--- config.mk ---
export PLATFORM = sky130hd
export DESIGN_NAME = q16a_setup_stage
export DESIGN_NICKNAME = d
export VERILOG_FILES = /design/src/sv/q16a_pkg.sv /design/src/sv/q16a_setup_stage.sv
export SDC_FILE = /design/constraint.sdc
export NUM_CORES = 1
export LEC_CHECK = 0
export BUFFER_PORTS_ARGS = -buffer_cell sky130_fd_sc_hd__buf_2
export CORE_MARGIN = 10
export CORE_UTILIZATION = 30
export DETAILED_ROUTE_END_ITERATION = 16
export PLACE_DENSITY_LB_ADDON = 0.05
export SKIP_CTS_REPAIR_TIMING = 1
export SLEW_MARGIN = 10
export SYNTH_ARGS = -nofsm -noshare
export SYNTH_HDL_FRONTEND = slang
export SYNTH_SLANG_ARGS = --single-unit
--- constraint.sdc ---
create_clock -name clk -period 5.9 [get_ports clk]
set_input_delay 1.18 -clock clk [delete_from_list [all_inputs] [get_ports clk]]
set_output_delay 1.18 -clock clk [all_outputs]
set_load 0.1 [all_outputs]
--- src/sv/q16a_pkg.sv ---
`timescale 1ns / 1ps
package q16a_pkg;

    localparam int FracBits   = 16;
    localparam int Os256Bits  = 24;
    localparam int DivBits    = 56;
    localparam logic signed [63:0] RoundHalf = 64'sh8000;

    typedef enum logic [2:0] {
        CMD_MUL    = 3'd0,
        CMD_DIV    = 3'd1,
        CMD_DOT    = 3'd2,
        CMD_RDIV   = 3'd3,
        CMD_DIV256 = 3'd4
    } cmd_t;

    typedef struct packed {
        logic [2:0]         command;
        logic signed [31:0] operand_a;
        logic signed [31:0] operand_b;
        logic signed [31:0] operand_c;
        logic signed [31:0] operand_d;
    } req_t;

    typedef struct packed {
        logic signed [31:0] result_value;
        logic               divide_by_zero;
    } rsp_t;

    typedef struct packed {
        logic [2:0]         command;
        logic signed [63:0] p1;
        logic signed [63:0] p2;
        logic signed [63:0] num;
        logic signed [31:0] b;
    } prod_t;

    typedef struct packed {
        logic [31:0]        rem;
        logic [DivBits-1:0] num;
        logic [31:0]        dvs;
        logic               neg;
        logic               is_div;
        logic               dz;
        logic [31:0]        res;
    } cell_t;

endpackage

--- src/sv/q16a_setup_stage.sv ---
`timescale 1ns / 1ps
module q16a_setup_stage (
    input  logic            clk,
    input  logic            rst_n,
    input  logic            up_valid,
    output logic            up_ready,
    input  q16a_pkg::prod_t up,
    output logic            dn_valid,
    input  logic            dn_ready,
    output q16a_pkg::cell_t dn
);
    import q16a_pkg::*;

    logic  v_reg;
    prod_t item_reg;
    logic signed [63:0] sum;
    logic [63:0] num_mag;

    assign up_ready = !v_reg || dn_ready;
    assign dn_valid = v_reg;

    always_ff @(posedge clk or negedge rst_n)
    begin
        if (!rst_n)
        begin
            v_reg <= 1'b0;
        end
        else if (up_ready)
        begin
            v_reg <= up_valid;
        end
    end

    always_ff @(posedge clk)
    begin
        if (up_ready && up_valid)
        begin
            item_reg <= up;
        end
    end

    always_comb
    begin
        case (item_reg.command)
            CMD_MUL: sum = item_reg.p1 + RoundHalf;
            CMD_DOT: sum = item_reg.p1 + item_reg.p2;
            default: sum = '0;
        endcase
        num_mag   = item_reg.num[63] ? 64'(-item_reg.num) : 64'(item_reg.num);
        dn.rem    = '0;
        dn.num    = num_mag[DivBits-1:0];
        dn.dvs    = item_reg.b[31] ? 32'(-item_reg.b) : 32'(item_reg.b);
        dn.neg    = item_reg.num[63] ^ item_reg.b[31];
        dn.is_div = (item_reg.command inside {CMD_DIV, CMD_RDIV, CMD_DIV256});
        dn.dz     = dn.is_div && (item_reg.b == '0);
        dn.res    = 32'(sum[63:FracBits]);
    end

endmodule

# Word level (Yosys, flattened, before mapping)
# Cells that the tools add are included.
# totals
word_cells	25
ff_bits	196
inputBits	231
output_inout_bits	157
# op_classes
addsub	4
reduce_logical	7
n_bitwise	1
n_eq_ne	4
muxes	3
# op_table
operator	n
$pmux W48 S2	1
$mux W56	1
$neg A56 Y56	1
$add A48 B17 Y48 const B	1
$add A48 B48 Y48	1
$logic_not A32 Y1	1
$mux W32	1
$neg A32 Y32	1
$eq A3 B2 Y1 const B	2
$eq A3 B1 Y1 const B	1
$eq A3 B3 Y1 const B	1
$logic_not A3 Y1	1
$reduce_bool A3 Y1	1
$logic_and A1 B1 Y1	2
$logic_not A1 Y1	1
$logic_or A1 B1 Y1	1
$xor A1 B1 Y1	1

# Depth between registers and ports, before layout
# logic_depth
depth_word	3
ltp_mapped	10
mapped_depth_nobuf	10

# Least setup slack after synthesis
# No wires, ideal clock.
# synth_timing
kind	input to register
startpoint	input dn_ready
endpoint	register item_reg[0] (netlist bit) (enable)
path_stages	2
slack_ns	-1.044
required_time_ns	5.330
path_buffers	0
t_arrival_ns	6.374
setup_ns	0.570
path_cell_list	nand2b_1 > and2_1
# synth_between
elab_chain_cells	2
# synth_rtl
element	line_no	source
from (decl)	q16a_setup_stage.sv:9	input logic dn_ready,
$logic_or A1 B1 Y1	q16a_setup_stage.sv:19	assign up_ready = !v_reg || dn_ready;
$logic_and A1 B1 Y1	q16a_setup_stage.sv:36	if (up_ready && up_valid)
to (signal assigned)	q16a_setup_stage.sv:38	item_reg <= up;
to (decl)	q16a_setup_stage.sv:15	prod_t item_reg;
# No other way between the ends.
# A chain may end at the register's enable or synchronous reset.

==> run metrics <==
fillers 3474; Slew Limit Fails 0; crit-path cells ha_1, a21oi_1, o21ai_0, nor4_1, o41ai_1, a21oi_1, o21ai_1, a21oi_1, or4b_2, nand3_1, buf_2; final net count 1513; mapped cell area 0.01058 sq mm; EDFF count, synth 188; Die ar. 0.04316 sq mm; RePlAce Congestion 0.7745; Flop pwr share 0.413; post-route setup slack 0.4491 ns; Post-DP HPWL 26710 um; synth unique cells 57; critical path data arrival time 4.27 ns; top cell type's share of synthesized area 0.5338; post-synthesis sequential area ratio 0.5361; switching part of the total 0.3922; CTS tree yes; Crit path largest cell delay 0.70 ns; worst vdd ir 0.1969 mV; overall global routing resource usage 0.1529; Die H 207.8 um; CTS buffer count 17; top-count cell post-synth edfxtp_1; die width 207.8 um; Clk network pwr share 0.278; MaxCap Viol Count 0; slowest cell on the critical path o41ai_1; layout cell share with drive strength beyond 1 0.2948; CTS Sinks 189; Post-route DRC 0; sw power 1551 uW; unrepaired setup endpoints after global routing false; f_max 183.5 MHz; clk slew on worst S/H paths 0.07 ns; power share of the combinational group 0.309; Reg2Reg Depth 3; async set-or-reset flop fraction in the synthesized netlist 0.005291; Int Pwr 2404 uW; final worst path period share 0.9239; Worst-Margin Slew 1.091 ns; num rows 68; vias in the first global route 8496; area delta synth->final 24.09%; post-layout util 0.3790; FF-to-FF Start dn_valid$_DFFE_PN0N_; overall power 3954 uW; Post-DRT Antenna Nets 0; CP Capture Type primary output; worst path buffer plus inverter count 1; first-pass GRT wire length 51160 um; Critical Path Most Common Cell a21oi_1; Worst EP required 4.72 ns; drt wl/cell 19.98 um; Synth area leader edfxtp_1; Core ar. 0.03463 sq mm; crit start category register; hold slack 0.4873 ns; initial antenna violation count 18; Crit Path Category register to primary output; Pre-antenna DRT Iters 4; global route overflow 0; worst skew pair latency 0.45 ns; status completed; leak pwr 0.005118 uW; count of input and output buffers 316; Largest register FFs 188; clk buf depth 2; CP top delay family compound AO/OA/AOI/OAI gates; pin count of the biggest net entering global routing 92; worst r2r dst item_reg[170]$_DFFE_PP_; worst hold path class primary input to asynchronous set/reset pin; Period minus WS final 5.451 ns; detailed-route via count 8161; setup TNS 0 ns; num ports 388; commonest register cell after synthesis edfxtp_1; skew final 0.01225 ns; worst-path fanout max 5; worst reg-to-reg setup slack 3.71 ns; Area contributors post-synth edfxtp_1, xnor2_1, ha_1; Yosys reg bits 189; Synth top cells by count edfxtp_1, xnor2_1, nand2_1, o21ai_0, a21oi_1; Routed WL 34040 um; CTS root buf clkbuf_16; drt via density 4.789; CTS HTree Levels 4; Placement Setup Slack 0.7520 ns; Synth Instances 913; CP Depth 11; Initial Util 0.3054; pwr dens 301.3 mW/mm^2; Yosys warnings 0; Initial DRC Count 457; Slew HR 0.2727; Final Hold Viols 0; Synth Area per Inst 11.58 sq um; Final Setup Violations 0
## layout by cell type, fill, tap and decap left out, types with 25 or more instances in the layout
cell / synthesis / routed
edfxtp_1: 188 / 188
o31ai_1: 25 / 25
buf_2: 0 / 316
nand2_1: 66 / 66
nand3_1: 25 / 25
xnor2_1: 108 / 108
conb_1: 1 / 32
ha_1: 49 / 49
a21oi_1: 54 / 54
xor2_1: 33 / 33
o21ai_0: 61 / 60
nor2_1: 46 / 46
## cell families after synthesis
| group | after synthesis | share of synthesized area |
|---|---|---|
| and+or+nand+nor | 253 | 0.1228 |
| buffers and inverters | 62 | 0.03407 |
| xor gates and xnor gates | 141 | 0.1168 |
| adders and majority gates | 49 | 0.05797 |
| other | 1 | 0.0003546 |
| AOI/OAI and AO/OA | 216 | 0.1299 |
| muxes | 2 | 0.002011 |
| DFF | 189 | 0.5361 |
## layout make-up
cell class                 count  area (sq um)  share of cell area
clock buffer                  21         440.4             0.03356
multi-input combinational    693          4664              0.3554
tap                          455         569.3             0.04338
sequential                   189          5670              0.4321
inverter                      10         37.54            0.002860
clock inverter                10         92.59            0.007055
timing repair buffer         322          1639              0.1249
antenna                        4         10.01           0.0007627
## per-stage QoR
stage,cell area (sq um),instances
floorplan,10690,944
global placement,12580,1669
detailed placement,12580,1669
CTS,13110,1700
global route,13120,1701
finish,13120,1704
## power by group through the flow
stage | sequential, uW | combinational (uW) | clock, uW
floorplan | 1650 | 999 | 0
global placement | 1660 | 1230 | 0
detailed placement | 1660 | 1230 | 0
CTS | 1640 | 1230 | 1150
global route | 1650 | 1290 | 1200
finish | 1630 | 1220 | 1100
## worst max path at each step
| stage | start | end | slack, ns |
|---|---|---|---|
| final | item_reg[188]$_DFFE_PP_ | dn[29] | 0.45 |
| after global routing | item_reg[188]$_DFFE_PP_ | dn[29] | 0.16 |
| after CTS | item_reg[177]$_DFFE_PP_ | dn[29] | 0.25 |
| after detailed placement | item_reg[177]$_DFFE_PP_ | dn[29] | 0.75 |
| after global placement | item_reg[177]$_DFFE_PP_ | dn[29] | 0.78 |
| after floorplan | item_reg[176]$_DFFE_PP_ | dn[26] | 0.01 |
## layer usage
layer	vias up	share of wire	global-route usage
li1	4040	-	-
met1	3829	0.43	0.1817
met2	232	0.47	0.2483
met3	38	0.087	0.07130
met4	22	0.0091	0.02989
met5	-	0.0037	0
Note: power is estimated with default switching activity, not from simulation.
