<file path="config.mk">
export PLATFORM = sky130hd
export DESIGN_NAME = q16a_div_cell
export DESIGN_NICKNAME = d
export VERILOG_FILES = /design/src/sv/q16a_pkg.sv /design/src/sv/q16a_div_cell.sv
export SDC_FILE = /design/constraint.sdc
export NUM_CORES = 1
export LEC_CHECK = 0
export BUFFER_PORTS_ARGS = -buffer_cell sky130_fd_sc_hd__buf_2
export CAP_MARGIN = 20
export CORE_ASPECT_RATIO = 1.25
export CORE_MARGIN = 2
export CORE_UTILIZATION = 42
export CTS_CLUSTER_DIAMETER = 120
export CTS_CLUSTER_SIZE = 12
export DETAILED_ROUTE_END_ITERATION = 16
export HOLD_SLACK_MARGIN = 0.02
export MAX_ROUTING_LAYER = met4
export PLACE_DENSITY = 0.83
export SETUP_SLACK_MARGIN = 0.4
export SLEW_MARGIN = 0
export SYNTH_ARGS = -nofsm -noshare
export SYNTH_HDL_FRONTEND = slang
export SYNTH_SLANG_ARGS = --single-unit
</file>
<file path="constraint.sdc">
create_clock -name clk -period 5.35 [get_ports clk]
set_input_delay 0.535 -clock clk [delete_from_list [all_inputs] [get_ports clk]]
set_output_delay 0.535 -clock clk [all_outputs]
set_load 0.05 [all_outputs]
</file>
<file path="src/sv/q16a_pkg.sv">
`timescale 1ns / 1ps
package q16a_pkg;

    localparam int FracBits   = 16;
    localparam int Os256Bits  = 24;
    localparam int DivBits    = 56;
    localparam logic signed [63:0] RoundHalf = 64'sh8000;

    typedef enum logic [2:0] {
        CMD_MUL    = 3'd0,
        CMD_DIV    = 3'd1,
        CMD_DOT    = 3'd2,
        CMD_RDIV   = 3'd3,
        CMD_DIV256 = 3'd4
    } cmd_t;

    typedef struct packed {
        logic [2:0]         command;
        logic signed [31:0] operand_a;
        logic signed [31:0] operand_b;
        logic signed [31:0] operand_c;
        logic signed [31:0] operand_d;
    } req_t;

    typedef struct packed {
        logic signed [31:0] result_value;
        logic               divide_by_zero;
    } rsp_t;

    typedef struct packed {
        logic [2:0]         command;
        logic signed [63:0] p1;
        logic signed [63:0] p2;
        logic signed [63:0] num;
        logic signed [31:0] b;
    } prod_t;

    typedef struct packed {
        logic [31:0]        rem;
        logic [DivBits-1:0] num;
        logic [31:0]        dvs;
        logic               neg;
        logic               is_div;
        logic               dz;
        logic [31:0]        res;
    } cell_t;

endpackage

</file>
<file path="src/sv/q16a_div_cell.sv">
`timescale 1ns / 1ps
module q16a_div_cell (
    input  logic            clk,
    input  logic            rst_n,
    input  logic            up_valid,
    output logic            up_ready,
    input  q16a_pkg::cell_t up,
    output logic            dn_valid,
    input  logic            dn_ready,
    output q16a_pkg::cell_t dn
);
    import q16a_pkg::*;

    logic  v_reg;
    cell_t item_reg;
    logic [32:0] trial;
    logic [33:0] diff;

    assign up_ready = !v_reg || dn_ready;
    assign dn_valid = v_reg;

    always_ff @(posedge clk or negedge rst_n)
    begin
        if (!rst_n)
        begin
            v_reg <= 1'b0;
        end
        else if (up_ready)
        begin
            v_reg <= up_valid;
        end
    end

    always_ff @(posedge clk)
    begin
        if (up_ready && up_valid)
        begin
            item_reg <= up;
        end
    end

    // one restoring step: shift in the next numerator bit, subtract if it fits
    always_comb
    begin
        trial = {item_reg.rem, item_reg.num[DivBits-1]};
        diff  = {1'b0, trial} - {2'b00, item_reg.dvs};
        dn    = item_reg;
        if (!diff[33])
        begin
            dn.rem = diff[31:0];
            dn.num = {item_reg.num[DivBits-2:0], 1'b1};
        end
        else
        begin
            dn.rem = trial[31:0];
            dn.num = {item_reg.num[DivBits-2:0], 1'b0};
        end
    end

endmodule

</file>
======== Yosys cells after proc, flatten, opt, wreduce, memory -nomap -nowiden ========
Index checks and enable logic that the tools add are counted.
Widths: inputs -> output; s select.
storage, ports and cells
  flip-flop bits (word level) ............. 156
  bits of input ports ..................... 159
cells by class
  add/subtract/negate cells ............... 1
  mux-type cells .......................... 1
  reductions and logical operators ........ 3
operators by type and width
  kind               count
  $mux 88            1
  $sub 33x32->34     1
  $logic_and 1x1->1  1
  $logic_not 1->1    1
  $logic_or 1x1->1   1

======== Longest topological paths before layout ========
Gate-level depths: netlist of the first run.
  depth in word-level cells ............... 3
  depth in mapped cells ................... 12

======== Worst setup path after synthesis of the first run ========
No wires, ideal clock.
  kind .................................... flip-flop to flip-flop
  start ................................... register v_reg (netlist: dn_valid)
  end ..................................... register item_reg (netlist bit dn[0]), enable pin
  setup time .............................. 0.533 ns
  data arrival time ....................... 4.682 ns
  setup slack ............................. 0.135 ns
  cell stages (with the launch flop) ...... 3
  path buffers ............................ 0
  period minus slack after synthesis ...... 5.215 ns
  cells stage by stage .................... dfrtp_1 -> nand2b_1 -> and2_1
between the ends
  word-level cells in the longest chain between the ends .. 3
ends and longest elaborated chain
  what                    RTL line             source
  from (decl)             q16a_div_cell.sv:14  logic v_reg;
  from (signal assigned)  q16a_div_cell.sv:30  v_reg <= up_valid;
  $logic_not 1->1         q16a_div_cell.sv:19  assign up_ready = !v_reg || dn_ready;
  $logic_or 1x1->1        q16a_div_cell.sv:19
  via up_ready            q16a_div_cell.sv:6   output logic up_ready,
  $logic_and 1x1->1       q16a_div_cell.sv:36  if (up_ready && up_valid)
  to (signal assigned)    q16a_div_cell.sv:38  item_reg <= up;
  to (decl)               q16a_div_cell.sv:15  cell_t item_reg;
The timed path passes the listed nets, and every way through them passes these cells.
A chain may end at the register's enable or synchronous reset.

==> results.sh, run 1 <==
export IMPL_power_density_nw_per_um2=373
export IMPL_cts_resized=0
export IMPL_path_max_fanout=17
export IMPL_cts_buffers=17
export IMPL_worstSkewPairLatency_ns=0.43
export IMPL_ys_ff_latch=156
export IMPL_syn_area_per_cell_um2=13.4
export IMPL_cts_tree="done"
export IMPL_yosysTopAreaCellShare=0.579
export IMPL_startpoint="item_reg[127]"
export IMPL_fin_crit_ns=4.50
export IMPL_ctsRootBufferMaster="clkbuf_16"
export IMPL_rr_endpoint="item_reg[144]"
export IMPL_slew_headroom=0.383
export IMPL_r2r_setup_slack_ns=3.22
export IMPL_core_region_area_um2=18800
export IMPL_dp_slack_ns=1.33
export IMPL_hold_depth=1
export IMPL_synth_cell_type_count=59
export IMPL_holdCritPathClass="primary input to register"
export IMPL_synth_xor_area_frac=0.0262
export IMPL_synth_simple_area_share=0.0545
export IMPL_worstSetupStartpointType="register"
export IMPL_crit_type="register to primary output"
export IMPL_syn_inst=601
export IMPL_max_freq_ghz=0.222
export IMPL_vdd_drop_max_v=0.000209
export IMPL_first_iter_violations=255
export IMPL_tns_ns=0
export IMPL_routabilityCongestion=0.943
export IMPL_synth_edf_count=155
export IMPL_final_common_cell="buf_2"
export IMPL_hold_buffers=1
export IMPL_grtUsageTotal=0.181
export IMPL_required_ns=4.82
export IMPL_reg2reg_from="dn_valid"
export IMPL_crit_arrival_ns=3.97
export IMPL_grt_max_degree=90
export IMPL_dieArea_um2=20300
export IMPL_gr_total_overflow=0
export IMPL_p_leak_nw=4.24
export IMPL_grt_pass1_wl_um=26600
export IMPL_h_tree_depth=4
export IMPL_port_buffers=315
export IMPL_start_util=0.428
export IMPL_vias_per_cell=4.84
export IMPL_yosysTopAreaCell="edfxtp_1"
export IMPL_status="complete, no violations"
export IMPL_totalPowerFinal_mw=3.57
export IMPL_dp_hpwl_um=14500
export IMPL_async_reset_ff_frac=0.00641
export IMPL_final_util=0.510
export IMPL_skew_ns=0.00922
export IMPL_hold_path_endpoint="item_reg[68]"
export IMPL_nNetsFinal=1002
export IMPL_final_max_slew_viol_count=0
export IMPL_synth_top_family_by_area="buffers and inverters"
export IMPL_final_cell_mix="buf_2 (315), edfxtp_1 (155), inv_1 (40)"
export IMPL_antenna_found_initial=5
export IMPL_fillCellCount=1635
export IMPL_dp_cells=1022
export IMPL_cts_sinks=156
export IMPL_cts_setup_buffers=0
export IMPL_clk_path_buf_depth=2
export IMPL_crit_path_end_kind="primary output"
export IMPL_synthToLayoutAreaGrowth_pct=19.2
export IMPL_rsz0062_at_grt="false"
export IMPL_postSynthNetCount=793
export IMPL_fin_crit_sh=0.842
export IMPL_first_global_vias=5119
export IMPL_largest_register_ffs=88
export IMPL_worstHoldStart="up[68]"
export IMPL_io_pins=316
export IMPL_synth_flop_cell="edfxtp_1"
export IMPL_cap_violations=0
export IMPL_syn_cell_area_um2=8030
export IMPL_drt_total_wl_um=18500
export IMPL_synth_compound_area_share=0.0866
export IMPL_setup_viol=0
export IMPL_synthMuxAreaShare=0.0564
export IMPL_worst_slew_pin_slew_ns=0.925
export IMPL_rr_worst_depth=3
export IMPL_fp_dieW_um=128
export IMPL_layoutNonFillerInstCount=1060
export IMPL_layout_drive_gt1_share=0.475
export IMPL_die_h_um=159
export IMPL_num_vias=5131
export IMPL_ant_nets=0
export IMPL_drtPass1Iterations=4
export IMPL_synthAdderAreaFrac=0.0523
export IMPL_fin_ws_ns=0.846
export IMPL_synth_area_leaders="edfxtp_1 (58%), buf_4 (11%), ha_1 (5.0%)"
export IMPL_yosysSeqAreaShare=0.582
export IMPL_yosysWarnings=0
export IMPL_hold_viol=0
export IMPL_fp_row_count=56
export IMPL_remaining_drc_errors=0
export IMPL_cts_clk_slew_worst_paths_ns=0.08
export IMPL_wire_per_inst_um=17.5
## per-stage QoR
stage	area, µm²	hold WS, ns
6_report	9580	0.276
3_3_place_gp	8960	0.311
2_1_floorplan	8040	0.239
4_1_cts	9570	0.263
3_5_place_dp	8960	0.311
5_1_grt	9580	0.260
## worst max-delay path: stages, from the launching register on
cell and delay (ns):
edfxtp_1 0.41, ha_1 0.41, a21o_1 0.15, a21oi_1 0.07, o21ai_0 0.34, nor2_1 0.20
o31ai_2 0.33, a21boi_2 0.13, a31oi_4 0.69, buf_12 0.27, mux2_4 0.31, buf_2 0.23
## per-layer routing
metal,up-vias,global-route usage,part of all wire
met5,-,-,0
met4,0,0.0696,0.021
met3,26,0.0635,0.073
met2,205,0.319,0.53
met1,2415,0.186,0.37
li1,2485,-,-
## worst max-delay path by stage
stage,end,cells past startpoint
detailed placement,dn[138],10
global route,dn[139],11
floorplan,dn[123],9
finish,dn[138],11
global placement,dn[138],10
CTS,dn[138],11
## synthesized netlist by cell type, drive strengths merged, types with 7 or more instances
cell type	number
and3	9
inv	40
mux2	28
xnor2	17
nor3	9
a21o	7
nand2b	7
o21ai	19
o31ai	7
ha	32
a21oi	30
xor2	7
edfxtp	155
nand2	24
nor2	16
buf	128
## logic make-up after synthesis
group                    Yosys count
XOR/XNOR                          24
AND/OR/NAND/NOR                   86
AO/OA/AOI/OAI                    102
buffers and inverters            168
multiplexers                      32
flip-flops                       156
adder cells (fa/ha/maj)           33
## area by class of cell
type | count | area (µm²) | share of cell area
antenna | 5 | 12.5 | 0.00131
sequential | 156 | 4680 | 0.489
clock inverter | 15 | 175 | 0.0183
clock buffer | 17 | 425 | 0.0444
multi-input combinational | 277 | 2220 | 0.232
timing repair buffer | 318 | 1630 | 0.170
inverter | 40 | 150 | 0.0157
tap | 232 | 290 | 0.0303
## where the power goes
| part | internal [mW] | switching, mW |
|---|---|---|
| clock | 0.631 | 0.570 |
| combinational | 0.283 | 0.637 |
| sequential | 1.43 | 0.0239 |
No activity file was read; power rests on OpenSTA's default activity.
==> run 2: changes to the inputs <==
--- a/config.mk
+++ b/config.mk
@@ -5,6 +5,7 @@
 export SDC_FILE = /design/constraint.sdc
 export NUM_CORES = 1
 export LEC_CHECK = 0
+export ABC_AREA = 1
 export BUFFER_PORTS_ARGS = -buffer_cell sky130_fd_sc_hd__buf_2
 export CAP_MARGIN = 20
 export CORE_ASPECT_RATIO = 1.25
@@ -15,7 +16,7 @@
 export DETAILED_ROUTE_END_ITERATION = 16
 export HOLD_SLACK_MARGIN = 0.02
 export MAX_ROUTING_LAYER = met4
-export PLACE_DENSITY = 0.83
+export PLACE_DENSITY = 0.81
 export SETUP_SLACK_MARGIN = 0.4
 export SLEW_MARGIN = 0
 export SYNTH_ARGS = -nofsm -noshare
==> constraint.sdc (replaced) <==
create_clock -name clk -period 4.4 [get_ports clk]
set_input_delay 0.44 -clock clk [delete_from_list [all_inputs] [get_ports clk]]
set_output_delay 0.44 -clock clk [all_outputs]
set_load 0.05 [all_outputs]
==> run 2 against run 1 <==
Core utilization decreased by 0.99 points. Clock-buffer cell count rose by 1. Flip-flop and latch count unchanged. Via count rose by 28%. Largest power group unchanged. Synthesized cell count rose by 53%. Critical path type unchanged. Routed wire length rose by 33%. Die area up 8.7%.
==> results.sh, run 2 <==
export IMPL_status="complete, no violations"
export IMPL_hold_viol=0
export IMPL_synth_edf_count=155
export IMPL_grt_pass1_wl_um=35400
export IMPL_port_buffers=315
export IMPL_yosysTopAreaCellShare=0.532
export IMPL_fin_crit_ns=3.56
export IMPL_largest_register_ffs=88
export IMPL_setup_viol=0
export IMPL_dieArea_um2=22000
export IMPL_yosysWarnings=0
export IMPL_max_freq_ghz=0.281
export IMPL_h_tree_depth=4
export IMPL_yosysSeqAreaShare=0.535
export IMPL_syn_inst=922
export IMPL_syn_area_per_cell_um2=9.49
export IMPL_syn_cell_area_um2=8750
export IMPL_slew_headroom=0.554
export IMPL_required_ns=3.96
export IMPL_fin_area_um2=10300
export IMPL_async_reset_ff_frac=0.00641
export IMPL_num_vias=6565
export IMPL_wire_per_inst_um=17.3
export IMPL_crit_buf_inv=2
export IMPL_layout_drive_gt1_share=0.334
export IMPL_fp_row_count=59
export IMPL_grt_max_degree=52
export IMPL_ctsRootBufferMaster="clkbuf_16"
export IMPL_cts_clk_slew_worst_paths_ns=0.08
export IMPL_crit_type="register to primary output"
export IMPL_holdCritPathClass="primary input to register"
export IMPL_totalPowerFinal_mw=4.35
export IMPL_cts_buffers=17
export IMPL_worstSkewPairLatency_ns=0.43
export IMPL_crit_path_end_kind="primary output"
export IMPL_synth_most_common_cell="nand2_1"
export IMPL_fin_crit_sh=0.810
export IMPL_clk_path_buf_depth=2
export IMPL_cap_violations=0
export IMPL_grtUsageTotal=0.224
export IMPL_remaining_drc_errors=0
export IMPL_critical_path_top_delay_family="simple AND/OR/NAND/NOR gates"
export IMPL_die_h_um=165
export IMPL_ant_nets=0
export IMPL_first_global_vias=6720
export IMPL_power_density_nw_per_um2=420
export IMPL_core_region_area_um2=20700
export IMPL_ys_ff_latch=156
export IMPL_cts_setup_buffers=0
export IMPL_cpPeakStageDelay_ns=0.41
export IMPL_synth_area_leaders="edfxtp_1 (53%), nand2_1 (11%), buf_4 (11%)"
export IMPL_cts_sinks=156
export IMPL_fp_dieW_um=133
export IMPL_skew_ns=0.00958
export IMPL_final_common_cell="buf_2"
export IMPL_start_util=0.423
export IMPL_vias_per_cell=4.61
export IMPL_tns_ns=0
export IMPL_synth_commonest_cells="nand2_1 (266), edfxtp_1 (155), inv_1 (144)"
export IMPL_final_max_slew_viol_count=0
export IMPL_synth_cell_type_count=31
export IMPL_io_pins=316
export IMPL_dp_hpwl_um=19500
export IMPL_nNetsFinal=1323
export IMPL_yosysTopAreaCell="edfxtp_1"
export IMPL_crit_arrival_ns=3.12
export IMPL_p_leak_nw=5.17
export IMPL_synthToLayoutAreaGrowth_pct=18.1
export IMPL_vdd_drop_max_v=0.000272
export IMPL_fin_ws_ns=0.838
export IMPL_synth_flop_cell="edfxtp_1"
export IMPL_dp_cells=1385
export IMPL_path_max_fanout=34
export IMPL_postSynthNetCount=1114
export IMPL_gr_total_overflow=0
export IMPL_dp_slack_ns=1.27
export IMPL_rsz0062_at_grt="false"
export IMPL_worst_slew_pin_slew_ns=0.669
export IMPL_drtPass1Iterations=5
export IMPL_cp_cell_sequence="ha_1 > nand2_2 > inv_1 > nand2_1 > nand2_1 > nand2_1 > nand3_2 > nand2_2 > nand2_2 > nand2_4 > nand2_8 > o21ai_0 > buf_2"
export IMPL_place_area_um2=9730
export IMPL_crit_slowest_cell="edfxtp_1"
export IMPL_antenna_found_initial=5
export IMPL_drt_total_wl_um=24600
export IMPL_routabilityCongestion=0.958
export IMPL_worstSetupStartpointType="register"
export IMPL_cts_tree="done"
export IMPL_final_cell_mix="buf_2 (315), nand2_1 (266), edfxtp_1 (155)"
export IMPL_first_iter_violations=354
export IMPL_layoutNonFillerInstCount=1423
run 2: cell count changes in the layout (fill, tap and decap cells not counted), moves of 8 or more:
cell     previous run  this run
nand3_2             0        14
nand3_1             4        58
xor2_1              7        15
xnor2_1            17         0
inv_1              40       144
nand2_1            24       266
mux2_4             26         0
a21oi_1            29        18
o21ai_0            17         1
nor2_1             16        40
and2_1              2        10
run 2: path summary, 6_finish.rpt:
path                               start  cells after the start  slack, ns             to
max                        item_reg[125]                     13       0.84        dn[123]
min                               up[82]                      1       0.17   item_reg[82]
max reg2reg                     dn_valid                      2       2.41  item_reg[101]
min reg2reg                     dn_valid                      2       0.61       dn_valid
max in group asynchronous          rst_n                      2       3.92       dn_valid
min in group asynchronous          rst_n                      2       0.39       dn_valid
run 2: area by class of cell:
type,instances,area [µm²]
Tap cell,274,343
Timing Repair Buffer,321,1620
Fill cell,2003,10300
Multi-Input combinational cell,488,2540
Inverter,147,552
Clock buffer,18,429
Clock inverter,14,159
Sequential cell,156,4680
Antenna cell,5,12.5
run 2: logic make-up (layout without fill, tap and decap cells):
group,Yosys count,count (layout),synth area share
buf+inv,278,500,0.176
flops,156,156,0.535
simple gates,416,416,0.211
other cells,0,5,0
xor+xnor,15,15,0.0150
compound gates,24,24,0.0150
fa+ha+maj,33,33,0.0480
run 2: routing by layer:
metal  vias up  GRT usage  share of wire
li1       3242          -              -
met1      3028      0.251           0.39
met2       268      0.393           0.51
met3        27     0.0595          0.078
met4         0     0.0706          0.019
met5         -          -              0
run 2: where the power goes:
part	total (mW)	internal [mW]	switching, mW
clock network	1.47	0.761	0.709
registers	1.76	1.73	0.0284
logic	1.11	0.275	0.839
total	4.35	2.77	1.58
run 2: metrics by stage:
step | util | hold slack [ns]
6_report | 0.500 | 0.174
3_5_place_dp | 0.471 | 0.226
5_1_grt | 0.500 | 0.167
3_3_place_gp | 0.471 | 0.221
2_1_floorplan | - | 0.144
4_1_cts | 0.500 | 0.163
run 2: timing repair:
item,CTS,global route
endpoints found under the setup margin,0,0
hold buffers,1,0
hold endpoints to repair,1,0
gates resized for setup,0,0
