## src/sv/q16a_pkg.sv

```systemverilog
`timescale 1ns / 1ps
package q16a_pkg;

    localparam int FracBits   = 16;
    localparam int Os256Bits  = 24;
    localparam int DivBits    = 56;
    localparam logic signed [63:0] RoundHalf = 64'sh8000;

    typedef enum logic [2:0] {
        CMD_MUL    = 3'd0,
        CMD_DIV    = 3'd1,
        CMD_DOT    = 3'd2,
        CMD_RDIV   = 3'd3,
        CMD_DIV256 = 3'd4
    } cmd_t;

    typedef struct packed {
        logic [2:0]         command;
        logic signed [31:0] operand_a;
        logic signed [31:0] operand_b;
        logic signed [31:0] operand_c;
        logic signed [31:0] operand_d;
    } req_t;

    typedef struct packed {
        logic signed [31:0] result_value;
        logic               divide_by_zero;
    } rsp_t;

    typedef struct packed {
        logic [2:0]         command;
        logic signed [63:0] p1;
        logic signed [63:0] p2;
        logic signed [63:0] num;
        logic signed [31:0] b;
    } prod_t;

    typedef struct packed {
        logic [31:0]        rem;
        logic [DivBits-1:0] num;
        logic [31:0]        dvs;
        logic               neg;
        logic               is_div;
        logic               dz;
        logic [31:0]        res;
    } cell_t;

endpackage

```

## src/sv/q16a_out_stage.sv

```systemverilog
`timescale 1ns / 1ps
module q16a_out_stage (
    input  logic            clk,
    input  logic            rst_n,
    input  logic            up_valid,
    output logic            up_ready,
    input  q16a_pkg::cell_t up,
    output logic            dn_valid,
    input  logic            dn_ready,
    output q16a_pkg::rsp_t  dn
);
    import q16a_pkg::*;

    logic  v_reg;
    rsp_t  rsp_reg;
    rsp_t  rsp_next;
    logic [31:0] quot;

    assign up_ready = !v_reg || dn_ready;
    assign dn_valid = v_reg;
    assign dn       = rsp_reg;

    always_comb
    begin
        quot = up.neg ? -up.num[31:0] : up.num[31:0];
        rsp_next.divide_by_zero = up.dz;
        if (up.dz)
        begin
            rsp_next.result_value = '0;
        end
        else if (up.is_div)
        begin
            rsp_next.result_value = quot;
        end
        else
        begin
            rsp_next.result_value = up.res;
        end
    end

    always_ff @(posedge clk or negedge rst_n)
    begin
        if (!rst_n)
        begin
            v_reg <= 1'b0;
        end
        else if (up_ready)
        begin
            v_reg <= up_valid;
        end
    end

    always_ff @(posedge clk)
    begin
        if (up_ready && up_valid)
        begin
            rsp_reg <= rsp_next;
        end
    end

endmodule

```

## config.mk

```make
export PLATFORM = sky130hd
export DESIGN_NAME = q16a_out_stage
export DESIGN_NICKNAME = d
export VERILOG_FILES = /design/src/sv/q16a_pkg.sv /design/src/sv/q16a_out_stage.sv
export SDC_FILE = /design/constraint.sdc
export NUM_CORES = 1
export LEC_CHECK = 0
export BUFFER_PORTS_ARGS = -buffer_cell sky130_fd_sc_hd__buf_2
export CAP_MARGIN = 20
export CORE_ASPECT_RATIO = 1.1
export CORE_MARGIN = 5
export CORE_UTILIZATION = 34
export CTS_CLUSTER_SIZE = 12
export DETAILED_ROUTE_END_ITERATION = 10
export PLACE_DENSITY = 0.69
export SLEW_MARGIN = 20
export SYNTH_ARGS = -nofsm -noshare
export SYNTH_HDL_FRONTEND = slang
export SYNTH_SLANG_ARGS = --single-unit
```

## constraint.sdc

```tcl
create_clock -name clk -period 2.1 [get_ports clk]
set_clock_uncertainty 0.05 [all_clocks]
set_input_delay 0.315 -clock clk [delete_from_list [all_inputs] [get_ports clk]]
set_output_delay 0.315 -clock clk [all_outputs]
set_load 0.01 [all_outputs]
```

### After elaboration in Yosys (flattened, before gate mapping)

Cells that the tools add are included.

| word-level totals | value |
|---|---|
| memories | 0 |
| memory bits (writable) | 0 |
| word-level logic and storage cells | 9 |
| bits in registers | 34 |
| memory bits (read-only) | 0 |
| bits in latches | 0 |

| cells by class | value |
|---|---|
| bitwise logic cells | 0 |
| $mul | 0 |
| shift operators | 0 |
| reductions and logical operators | 3 |
| equality and inequality tests | 0 |
| add/sub/neg operators | 1 |
| muxes and demuxes | 2 |
| $lt $le $gt $ge | 0 |
| div/mod/pow operators | 0 |

Operator list:

| operator | number |
|---|---|
| $mux W32 | 2 |
| $neg A32 Y32 | 1 |
| $logic_and A1 B1 Y1 | 1 |
| $logic_not A1 Y1 | 1 |
| $logic_or A1 B1 Y1 | 1 |

### Longest topological paths before layout

Gate-level depths: netlist of the first run.

| depth | value |
|---|---|
| word-level depth | 3 |
| gate-level depth with buffers | 8 |
| gate-level depth less buffers | 6 |

### Worst setup path after synthesis of the first run

Ideal clock, no wire load.

| timing | value |
|---|---|
| path kind | input-to-reg |
| start point | input port up[78] (netlist bit) |
| end point | register rsp_reg, in the netlist dn[32], data pin |
| required time | 1.870 ns |
| arrival time | 2.084 ns |
| library setup time | 0.180 ns |
| path slack | -0.215 ns |
| stages | 5 |
| cells stage by stage | or4_1 buf_2 or4_4 or4_1 o311ai_1 |

| on the way | value |
|---|---|
| cells in the longest elaborated chain, start to end | 3 |

RTL lines:

| element | RTL line | source |
|---|---|---|
| start, declared | q16a_out_stage.sv:7 | `input q16a_pkg::cell_t up,` |
| $neg A32 Y32 | q16a_out_stage.sv:25 | `quot = up.neg ? -up.num[31:0] : up.num[31:0];` |
| $mux W32 | q16a_out_stage.sv:25 |  |
| $mux W32 | q16a_out_stage.sv:31 | `else if (up.is_div)` |
| end signal, assigned | q16a_out_stage.sv:57 | `rsp_reg <= rsp_next;` |
| end, declared | q16a_out_stage.sv:15 | `rsp_t rsp_reg;` |

No other way between the ends.
A chain may end at the register's enable or synchronous reset.

### Final worst setup path of the first run

| timing | value |
|---|---|
| start point | input port up[81] (netlist bit) |
| end point | register rsp_reg, in the netlist dn[32], data pin |

The elaborated chain is that of the path after synthesis.

==> results.py, run 1 <==
metrics = {
    "cells_and_area": {
        "n_antenna_cell": 0,
        "stdcell_count": 463,
        "areaGrowthSynthToFinish_pct": 45.7,
        "fin_area_sq_mm": 0.00342,
        "drive_above_1_share_pct": 46.5,
        "layout.nets": 540,
    },
    "clock_tree": {
        "path_clk_slew_ps": 70,
        "cts.path.max_buffers": 2,
        "cts_resized": 0,
        "cts_sinks": 34,
        "ctsRootBufferMaster": "clkbuf_8",
        "postCtsHoldBufs": 1,
        "cts_setup_buffers": 0,
        "clk-insertion-delay-late_ps": 280,
        "cts_buffers": 5,
        "htreeDepth": 2,
        "cts_tree": "built",
    },
    "critical_path": {
        "cp-startpoint": "up[81]",
        "required_ps": 2140,
        "path_class": "in2reg",
        "end_kind": "flip-flop",
        "reg2reg_from": "dn_valid",
        "cp.arrival_ps": 2060,
        "r2r.worst_path.cells": 3,
        "critPathCapture": "dn[32]",
        "critPathLaunchType": "input port",
        "critical_path.max_fanout": 6,
        "rr_endpoint": "dn[11]",
        "rrSetupSlack_ps": 670,
    },
    "placement": {
        "io_buffer_count": 105,
        "place_area_sq_mm": 0.00330,
        "gp_congestion": 0.822,
        "dp.final_hpwl_mm": 5.90,
        "dp_cells": 454,
    },
    "timing": {
        "rsz0062_at_grt": "false",
        "max_slew_margin_pct": 67.2,
        "setup_tns_ps": 0,
        "hold_viol": 0,
        "finalCritPeriodShare_pct": 96.1,
        "drv_slew": 0,
        "max_slew.worst_pin.slew_ps": 490,
        "setup_viol": 0,
        "whs_ps": 182,
        "fmax_mhz": 495,
        "fin_crit_ps": 2020,
    },
    "detailed_routing": {
        "drtAntennaViolNets": 0,
        "post_drt_wl_per_cell_microns": 16.5,
        "drt_iter0_markers": 170,
        "dr.pass1.iters": 4,
        "wirelength_mm": 7.64,
        "vias": 2591,
        "viasPerCell": 5.60,
        "drc": 0,
    },
    "yosys": {
        "synth_nets": 401,
        "synthFlopType": "edfxtp_1",
        "syn_area_sq_mm": 0.00235,
        "synth.yosys.seq_area_share_pct": 43.3,
        "yosys_warnings": 0,
        "syn_inst": 241,
        "synthArstFlopShare_pct": 2.94,
        "avgSynthCellArea_sq_um": 9.73,
        "synth_edf_count": 33,
        "yosysUniqueCellTypes": 47,
        "ys_ff_latch": 34,
    },
    "power_and_ir_drop": {
        "seqPwrFrac_pct": 44.3,
        "clkPwrFrac_pct": 32.9,
        "internal_power_uw": 1340,
        "power.density_mw_per_mm2": 536,
        "ir_drop_uv": 242,
        "p_leak_uw": 0.00142,
        "sw_frac_of_total_pct": 26.6,
        "comb_power_share_pct": 22.8,
        "power.switching_uw": 486,
    },
    "floorplan": {
        "die_h_microns": 97.1,
        "die_w_microns": 89.2,
        "start_util_pct": 35.2,
        "dieArea_sq_mm": 0.00866,
        "placeableCoreArea_sq_mm": 0.00667,
        "pin_count": 194,
        "num_rows": 31,
    },
    "global_routing": {
        "grt_pass1_wl_mm": 12.1,
        "grt_overflow": 0,
        "first_global_vias": 2550,
        "grt_max_degree": 34,
        "antenna_found_initial": 1,
        "grt_use_total_pct": 17.4,
    },
    "run_status": {
        "status": "finished, final reports clean",
    },
    "flow_run": {
        "maxCapViolCount": 0,
    },
    "hold_path": {
        "hold_path_class": "in2reg",
    },
}
placed cells by master (no fill, tap or decap), types with 5 or more instances in the layout:
| cell | n |
|---|---|
| nor3_1 | 5 |
| nand4_1 | 7 |
| nand3_1 | 9 |
| a32oi_1 | 10 |
| a2111oi_0 | 5 |
| edfxtp_1 | 33 |
| o31ai_1 | 5 |
| xor2_1 | 12 |
| clkbuf_8 | 5 |
| a211oi_1 | 11 |
| or4_1 | 10 |
| buf_2 | 105 |
| o21ai_0 | 10 |
| nand2_1 | 7 |
| nand3b_1 | 6 |
| or3_1 | 9 |
| nor2_1 | 23 |
| buf_4 | 50 |
synthesized netlist by cell type, types with 5 or more instances:
library cell | instances | share of area (%)
o21ai_0 | 10 | 2.1
nand3_1 | 9 | 1.9
a2111oi_0 | 5 | 1.9
nand3b_1 | 6 | 1.9
inv_1 | 5 | 0.80
nor2_1 | 23 | 3.7
xor2_1 | 12 | 4.5
clkbuf_1 | 20 | 3.2
o31ai_1 | 5 | 1.6
nand4_1 | 7 | 1.9
a32oi_1 | 10 | 3.7
edfxtp_1 | 33 | 42
or3_1 | 9 | 2.4
nor3_1 | 5 | 1.1
a211oi_1 | 11 | 3.5
nand2_1 | 7 | 1.1
or4_1 | 13 | 4.2
how the worst min path moves through the flow:
stage               startpoint  endpoint  slack [ps]  cells after the start
floorplan                rst_n  dn_valid         -30                      0
global placement         rst_n  dn_valid          40                      1
detailed placement       rst_n  dn_valid          40                      1
CTS                   up_valid  dn_valid         180                      2
global route          up_valid  dn_valid         190                      2
finish                up_valid  dn_valid         180                      2
cell type report:
type                            count  area, sq um
Sequential cell                    34         1020
Timing Repair Buffer              156          911
Clock buffer                        5         68.8
Inverter                            6         22.5
Tap cell                           82          103
Fill cell                         628         3250
Clock inverter                      3         40.0
Multi-Input combinational cell    177         1260
flip-flops by register name (all words and copies together) (netlist names):
signal	flops
dn	33
dn_valid	1
cell families (layout without fill, tap and decap cells):
kind of cell               count (synthesis)  after routing  share of synthesized area, %
muxes                                      3              3                          1.33
adders and majority gates                  1              1                         0.533
xor gates and xnor gates                  12             12                          4.48
buffers and inverters                     30            170                          4.91
AOI/OAI and AO/OA                         65             65                          22.1
DFF                                       34             34                          43.3
and+or+nand+nor                           96             96                          23.4
metal layers:
| metal | GRT usage, % | vias to the layer above | wire length, microns |
|---|---|---|---|
| li1 | - | 1258 | - |
| met1 | 23.5 | 1187 | 3290 |
| met2 | 26.4 | 133 | 3400 |
| met3 | 4.92 | 11 | 812 |
| met4 | 5.61 | 2 | 122 |
| met5 | 0 | - | 13 |
stage by stage:
stage / setup slack, ps / total power, uW / utilization [%]
4_1_cts: 78.6 / 1850 / 51.2
2_1_floorplan: -58.8 / 1020 / -
3_3_place_gp: -222 / 1230 / 49.4
5_1_grt: 2.29 / 1920 / 51.2
3_5_place_dp: -226 / 1240 / 49.4
6_report: 81.0 / 1830 / 51.2
power groups by stage:
stage / Clock, uW / Combinational [uW] / Sequential [uW]
after floorplan: 0 / 166 / 854
after global placement: 0 / 407 / 825
after detailed placement: 0 / 417 / 826
after CTS: 620 / 420 / 811
after global routing: 645 / 460 / 815
final: 601 / 418 / 811
critical path, cell delays in order:
cell and delay (ps):
buf_2 110, or4_1 550, or4_4 580, or4_1 420, o311ai_1 90
(Power assumes the default switching activity.)
==> run 2: changes to the inputs <==
- CORE_ASPECT_RATIO: 1.1 -> 0.5
- TNS_END_PERCENT: unset -> 30
==> results.py, run 2 (synthesis gave the netlist of run 1 again) <==
metrics = {
    "run_status": {
        "status": "finished, final reports clean",
    },
    "power_and_ir_drop": {
        "internal_power_uw": 1420,
        "sw_frac_of_total_pct": 26.5,
        "comb_power_share_pct": 21.6,
        "p_leak_uw": 0.00141,
        "ir_drop_uv": 366,
        "seqPwrFrac_pct": 42.1,
        "power.density_mw_per_mm2": 564,
        "power.switching_uw": 513,
        "clkPwrFrac_pct": 36.3,
        "p_total_uw": 1930,
    },
    "detailed_routing": {
        "drc": 0,
        "wirelength_mm": 7.74,
        "post_drt_wl_per_cell_microns": 16.5,
        "dr.pass1.iters": 4,
        "viasPerCell": 5.52,
        "vias": 2587,
        "drtAntennaViolNets": 0,
        "drt_iter0_markers": 276,
    },
    "cells_and_area": {
        "largest_reg_flops": 33,
        "n_antenna_cell": 0,
        "areaGrowthSynthToFinish_pct": 46.1,
        "layout.nets": 536,
        "final_common_cell": "buf_2",
        "layout_common_cells": "buf_2 (105), buf_4 (46), edfxtp_1 (33)",
        "seq_area_sq_mm": 0.00102,
        "drive_above_1_share_pct": 45.1,
        "multi_input_area_sq_mm": 0.00126,
        "fill_cells": 648,
    },
    "critical_path": {
        "cp-startpoint": "up[81]",
        "reg2reg_from": "dn_valid",
        "critical_path.max_fanout": 6,
        "cp.arrival_ps": 2110,
        "path_class": "in2reg",
        "end_kind": "flip-flop",
        "critPathLaunchType": "input port",
        "required_ps": 2140,
    },
    "timing": {
        "setup_tns_ps": 0,
        "max_slew_margin_pct": 62.3,
        "fin_crit_ps": 2070,
        "rsz0062_at_grt": "false",
        "setup_ws_ps": 28.1,
        "finalCritPeriodShare_pct": 98.7,
        "drv_slew": 0,
        "hold_viol": 0,
        "fmax_mhz": 483,
        "whs_ps": 193,
        "max_slew.worst_pin.slew_ps": 566,
        "setup_viol": 0,
    },
    "floorplan": {
        "start_util_pct": 35.0,
        "num_rows": 21,
        "placeableCoreArea_sq_mm": 0.00670,
        "die_h_microns": 68.7,
        "pin_count": 194,
        "dieArea_sq_mm": 0.00876,
        "die_w_microns": 127,
    },
    "clock_tree": {
        "cts_buffers": 5,
        "htreeDepth": 2,
        "clk-insertion-delay-late_ps": 270,
        "ctsRootBufferMaster": "clkbuf_16",
        "cts_setup_buffers": 0,
        "path_clk_slew_ps": 60,
        "cts.path.max_buffers": 2,
        "cts_sinks": 34,
        "cts_tree": "built",
    },
    "flow_run": {
        "maxCapViolCount": 0,
    },
    "global_routing": {
        "grt_overflow": 0,
        "grt_use_total_pct": 17.3,
        "grt_pass1_wl_mm": 12.0,
        "first_global_vias": 2446,
        "grt_max_degree": 34,
        "antenna_found_initial": 0,
    },
    "placement": {
        "gp_congestion": 0.827,
        "dp_slack_ps": -252,
        "io_buffer_count": 105,
        "dp.final_hpwl_mm": 5.89,
    },
    "hold_path": {
        "hold_start": "up_valid",
        "hold_path_class": "in2reg",
    },
}
==> run 2: cell type report <==
class	count	share of cell area (%)
multi-input combinational	177	36.7
sequential	34	29.6
tap	92	3.36
clock inverter	3	0.328
inverter	6	0.657
timing repair buffer	152	25.7
clock buffer	5	3.65
==> run 2: worst paths after layout <==
path	to	slack, ps	depth (start not counted)
worst max-delay path	dn[32]	30	5
worst min-delay path	dn_valid	190	2
worst max register to register	dn[14]	700	3
worst min register to register	dn_valid	470	2
max in group asynchronous	dn_valid	1620	2
min in group asynchronous	dn_valid	300	2
==> run 2: power by group through the flow <==
stage               registers [uW]  clock network (uW)  logic (uW)
floorplan                      854                   0         166
global placement               826                   0         401
detailed placement             828                   0         414
CTS                            814                 710         418
global route                   817                 755         461
finish                         814                 703         418
==> run 2: critical path, stage by stage <==
cell,delay (ps)
buf_2,100
or4_1,570
or4_4,590
or4_1,430
o311ai_1,90
==> run 2: per-stage QoR <==
stage / std cells / cell area, sq um / utilization, %
floorplan: 241 / 2400 / -
global placement: 460 / 3270 / 48.9
detailed placement: 460 / 3270 / 48.9
CTS: 469 / 3420 / 51.1
global route: 469 / 3430 / 51.2
finish: 469 / 3430 / 51.2
==> run 2: what timing repair did <==
item	4_1_cts	5_1_grt
endpoints found under the setup margin	0	1
gates resized for setup	0	1
hold buffers	1	0
endpoints found under the hold margin	1	0
==> run 2: layer usage <==
metal / track usage, % / share of wire (%) / vias up
met5: 0 / 0 / -
met3: 4.46 / 7.2 / 8
li1: - / - / 1244
met4: 5.35 / 1.2 / 0
met1: 20.7 / 41 / 1244
met2: 31.0 / 50 / 91
==> run 3: changes to the inputs <==
- CAP_MARGIN: 20 -> unset
- CORE_MARGIN: 5 -> unset
- clock period: 2.1 -> 1.91 ns (I/O delays scaled with it)
==> results.py, run 3 (synthesis gave the netlist of run 1 again) <==
metrics = {
    "placement": {
        "io_buffer_count": 105,
        "place_area_sq_mm": 0.00338,
        "dp.final_hpwl_mm": 5.34,
        "gp_congestion": 0.891,
    },
    "run_status": {
        "violations": "negative setup slack",
        "status": "finished, violations left",
    },
    "critical_path": {
        "end_kind": "flip-flop",
        "critical_path.max_fanout": 6,
        "path_buf_inv": 1,
        "cpMaxStageDelayCell": "or4_4",
        "r2r.worst_path.cells": 3,
        "reg2reg_from": "dn_valid",
        "critPathLaunchType": "input port",
        "cp_cell_sequence": "buf_6, or4_4, or4_4, or4_1, o311ai_1",
        "cp.arrival_ps": 2000,
        "rrSetupSlack_ps": 650,
        "critPathMaxStageDelay_ps": 560,
        "critical-path-top-delay-family": "simple AND/OR/NAND/NOR gates",
        "path_class": "in2reg",
        "rr_endpoint": "dn[22]",
        "cpMostUsedCell": "or4_4",
        "required_ps": 1960,
    },
    "clock_tree": {
        "ctsRootBufferMaster": "clkbuf_16",
        "cts_sinks": 34,
        "htreeDepth": 2,
        "clk-insertion-delay-late_ps": 270,
        "cts_buffers": 5,
        "path_clk_slew_ps": 60,
        "cts_tree": "built",
        "cts.path.max_buffers": 2,
    },
    "detailed_routing": {
        "dr.pass1.iters": 4,
        "viasPerCell": 5.47,
        "vias": 2616,
        "drc": 0,
        "wirelength_mm": 7.26,
        "drtAntennaViolNets": 0,
        "post_drt_wl_per_cell_microns": 15.2,
        "drt_iter0_markers": 137,
    },
    "floorplan": {
        "placeableCoreArea_sq_mm": 0.00636,
        "die_w_microns": 119,
        "dieArea_sq_mm": 0.00726,
        "die_h_microns": 60.7,
        "start_util_pct": 36.9,
        "pin_count": 194,
        "num_rows": 20,
    },
    "power_and_ir_drop": {
        "p_leak_uw": 0.00153,
        "ir_drop_uv": 345,
        "power.switching_uw": 572,
        "comb_power_share_pct": 22.2,
        "internal_power_uw": 1640,
        "sw_frac_of_total_pct": 25.9,
        "power.density_mw_per_mm2": 605,
        "seqPwrFrac_pct": 40.5,
        "clkPwrFrac_pct": 37.3,
    },
    "cells_and_area": {
        "layout.nets": 549,
        "final_common_cell": "buf_2",
        "fin_area_sq_mm": 0.00365,
        "fill_cells": 572,
        "drive_above_1_share_pct": 49.2,
        "largest_reg_flops": 33,
        "n_antenna_cell": 0,
        "layout_common_cells": "buf_2 (99), buf_4 (56), edfxtp_1 (33)",
        "areaGrowthSynthToFinish_pct": 55.5,
    },
    "hold_path": {
        "hold_start": "up_valid",
        "hold_path_end": "dn_valid",
        "hold_path_class": "in2reg",
        "whs_path_depth": 2,
    },
    "timing": {
        "finalCritPeriodShare_pct": 102,
        "setup_tns_ps": -68.6,
        "max_slew.worst_pin.slew_ps": 568,
        "drv_slew": 0,
        "whs_ps": 157,
        "max_slew_margin_pct": 62.0,
        "fin_crit_ps": 1950,
        "setup_ws_ps": -39.7,
        "setup_viol": 2,
        "hold_viol": 0,
        "rsz0062_at_grt": "true",
        "fmax_mhz": 513,
    },
    "global_routing": {
        "grt_use_total_pct": 19.7,
        "grt_max_degree": 34,
        "grt_pass1_wl_mm": 11.1,
        "antenna_found_initial": 0,
        "grt_overflow": 0,
        "first_global_vias": 2374,
    },
    "flow_run": {
        "maxCapViolCount": 0,
    },
}
## run 3: cell types whose count changed in the layout (fill, tap and decap cells not counted), sizes merged
cell / before / now
buf: 151 / 164
clkbuf: 5 / 7
clkinv: 4 / 2
## run 3: how the worst max path moves through the flow
stage	from	to	slack, ps	cells past startpoint
2_1_floorplan	up[78]	dn[32]	-220	5
3_3_place_gp	up[81]	dn[26]	-350	8
3_5_place_dp	up[81]	dn[17]	-380	6
4_1_cts	up[81]	dn[17]	-30	6
5_1_grt	up[81]	dn[32]	-70	5
6_report	up[76]	dn[32]	-40	5
## run 3: cell type report
type	instances	area, sq um	area share, %
multi-input cells	177	1300	35.7
repair buffers	165	1040	28.6
flip-flops and latches	34	1020	27.8
clock buffers	7	143	3.91
well taps	88	110	3.02
inverters	6	27.5	0.754
clock inverters	1	5.00	0.137
## run 3: repair_timing
action                                  4_1_cts  5_1_grt
hold buffers                                  1        0
endpoints found under the hold margin         1        0
pin swaps                                     1        1
endpoints found under the setup margin       11       15
resized for setup                            10       13
buffers inserted                              0        1
## run 3: routing by layer
metal	GRT usage, %	vias up	part of all wire [%]
li1	-	1281	-
met4	5.71	0	0.52
met3	4.14	5	5.8
met2	35.3	83	49
met5	0	-	0
met1	24.8	1247	45
## run 3: power by group through the flow
stage          clock (uW)  combinational (uW)  sequential, uW
2_1_floorplan           0                 183             939
3_3_place_gp            0                 457             909
3_5_place_dp            0                 466             910
4_1_cts               849                 478             894
5_1_grt               863                 533             898
6_report              825                 490             894
## run 3: metrics by stage
step,power [uW],std cells,utilization (%),setup WS [ps]
2_1_floorplan,1120,241,-,-220
3_3_place_gp,1370,468,53.2,-347
3_5_place_dp,1380,468,53.2,-375
4_1_cts,2220,477,56.4,-30.2
5_1_grt,2290,478,57.4,-71.6
6_report,2210,478,57.4,-39.7
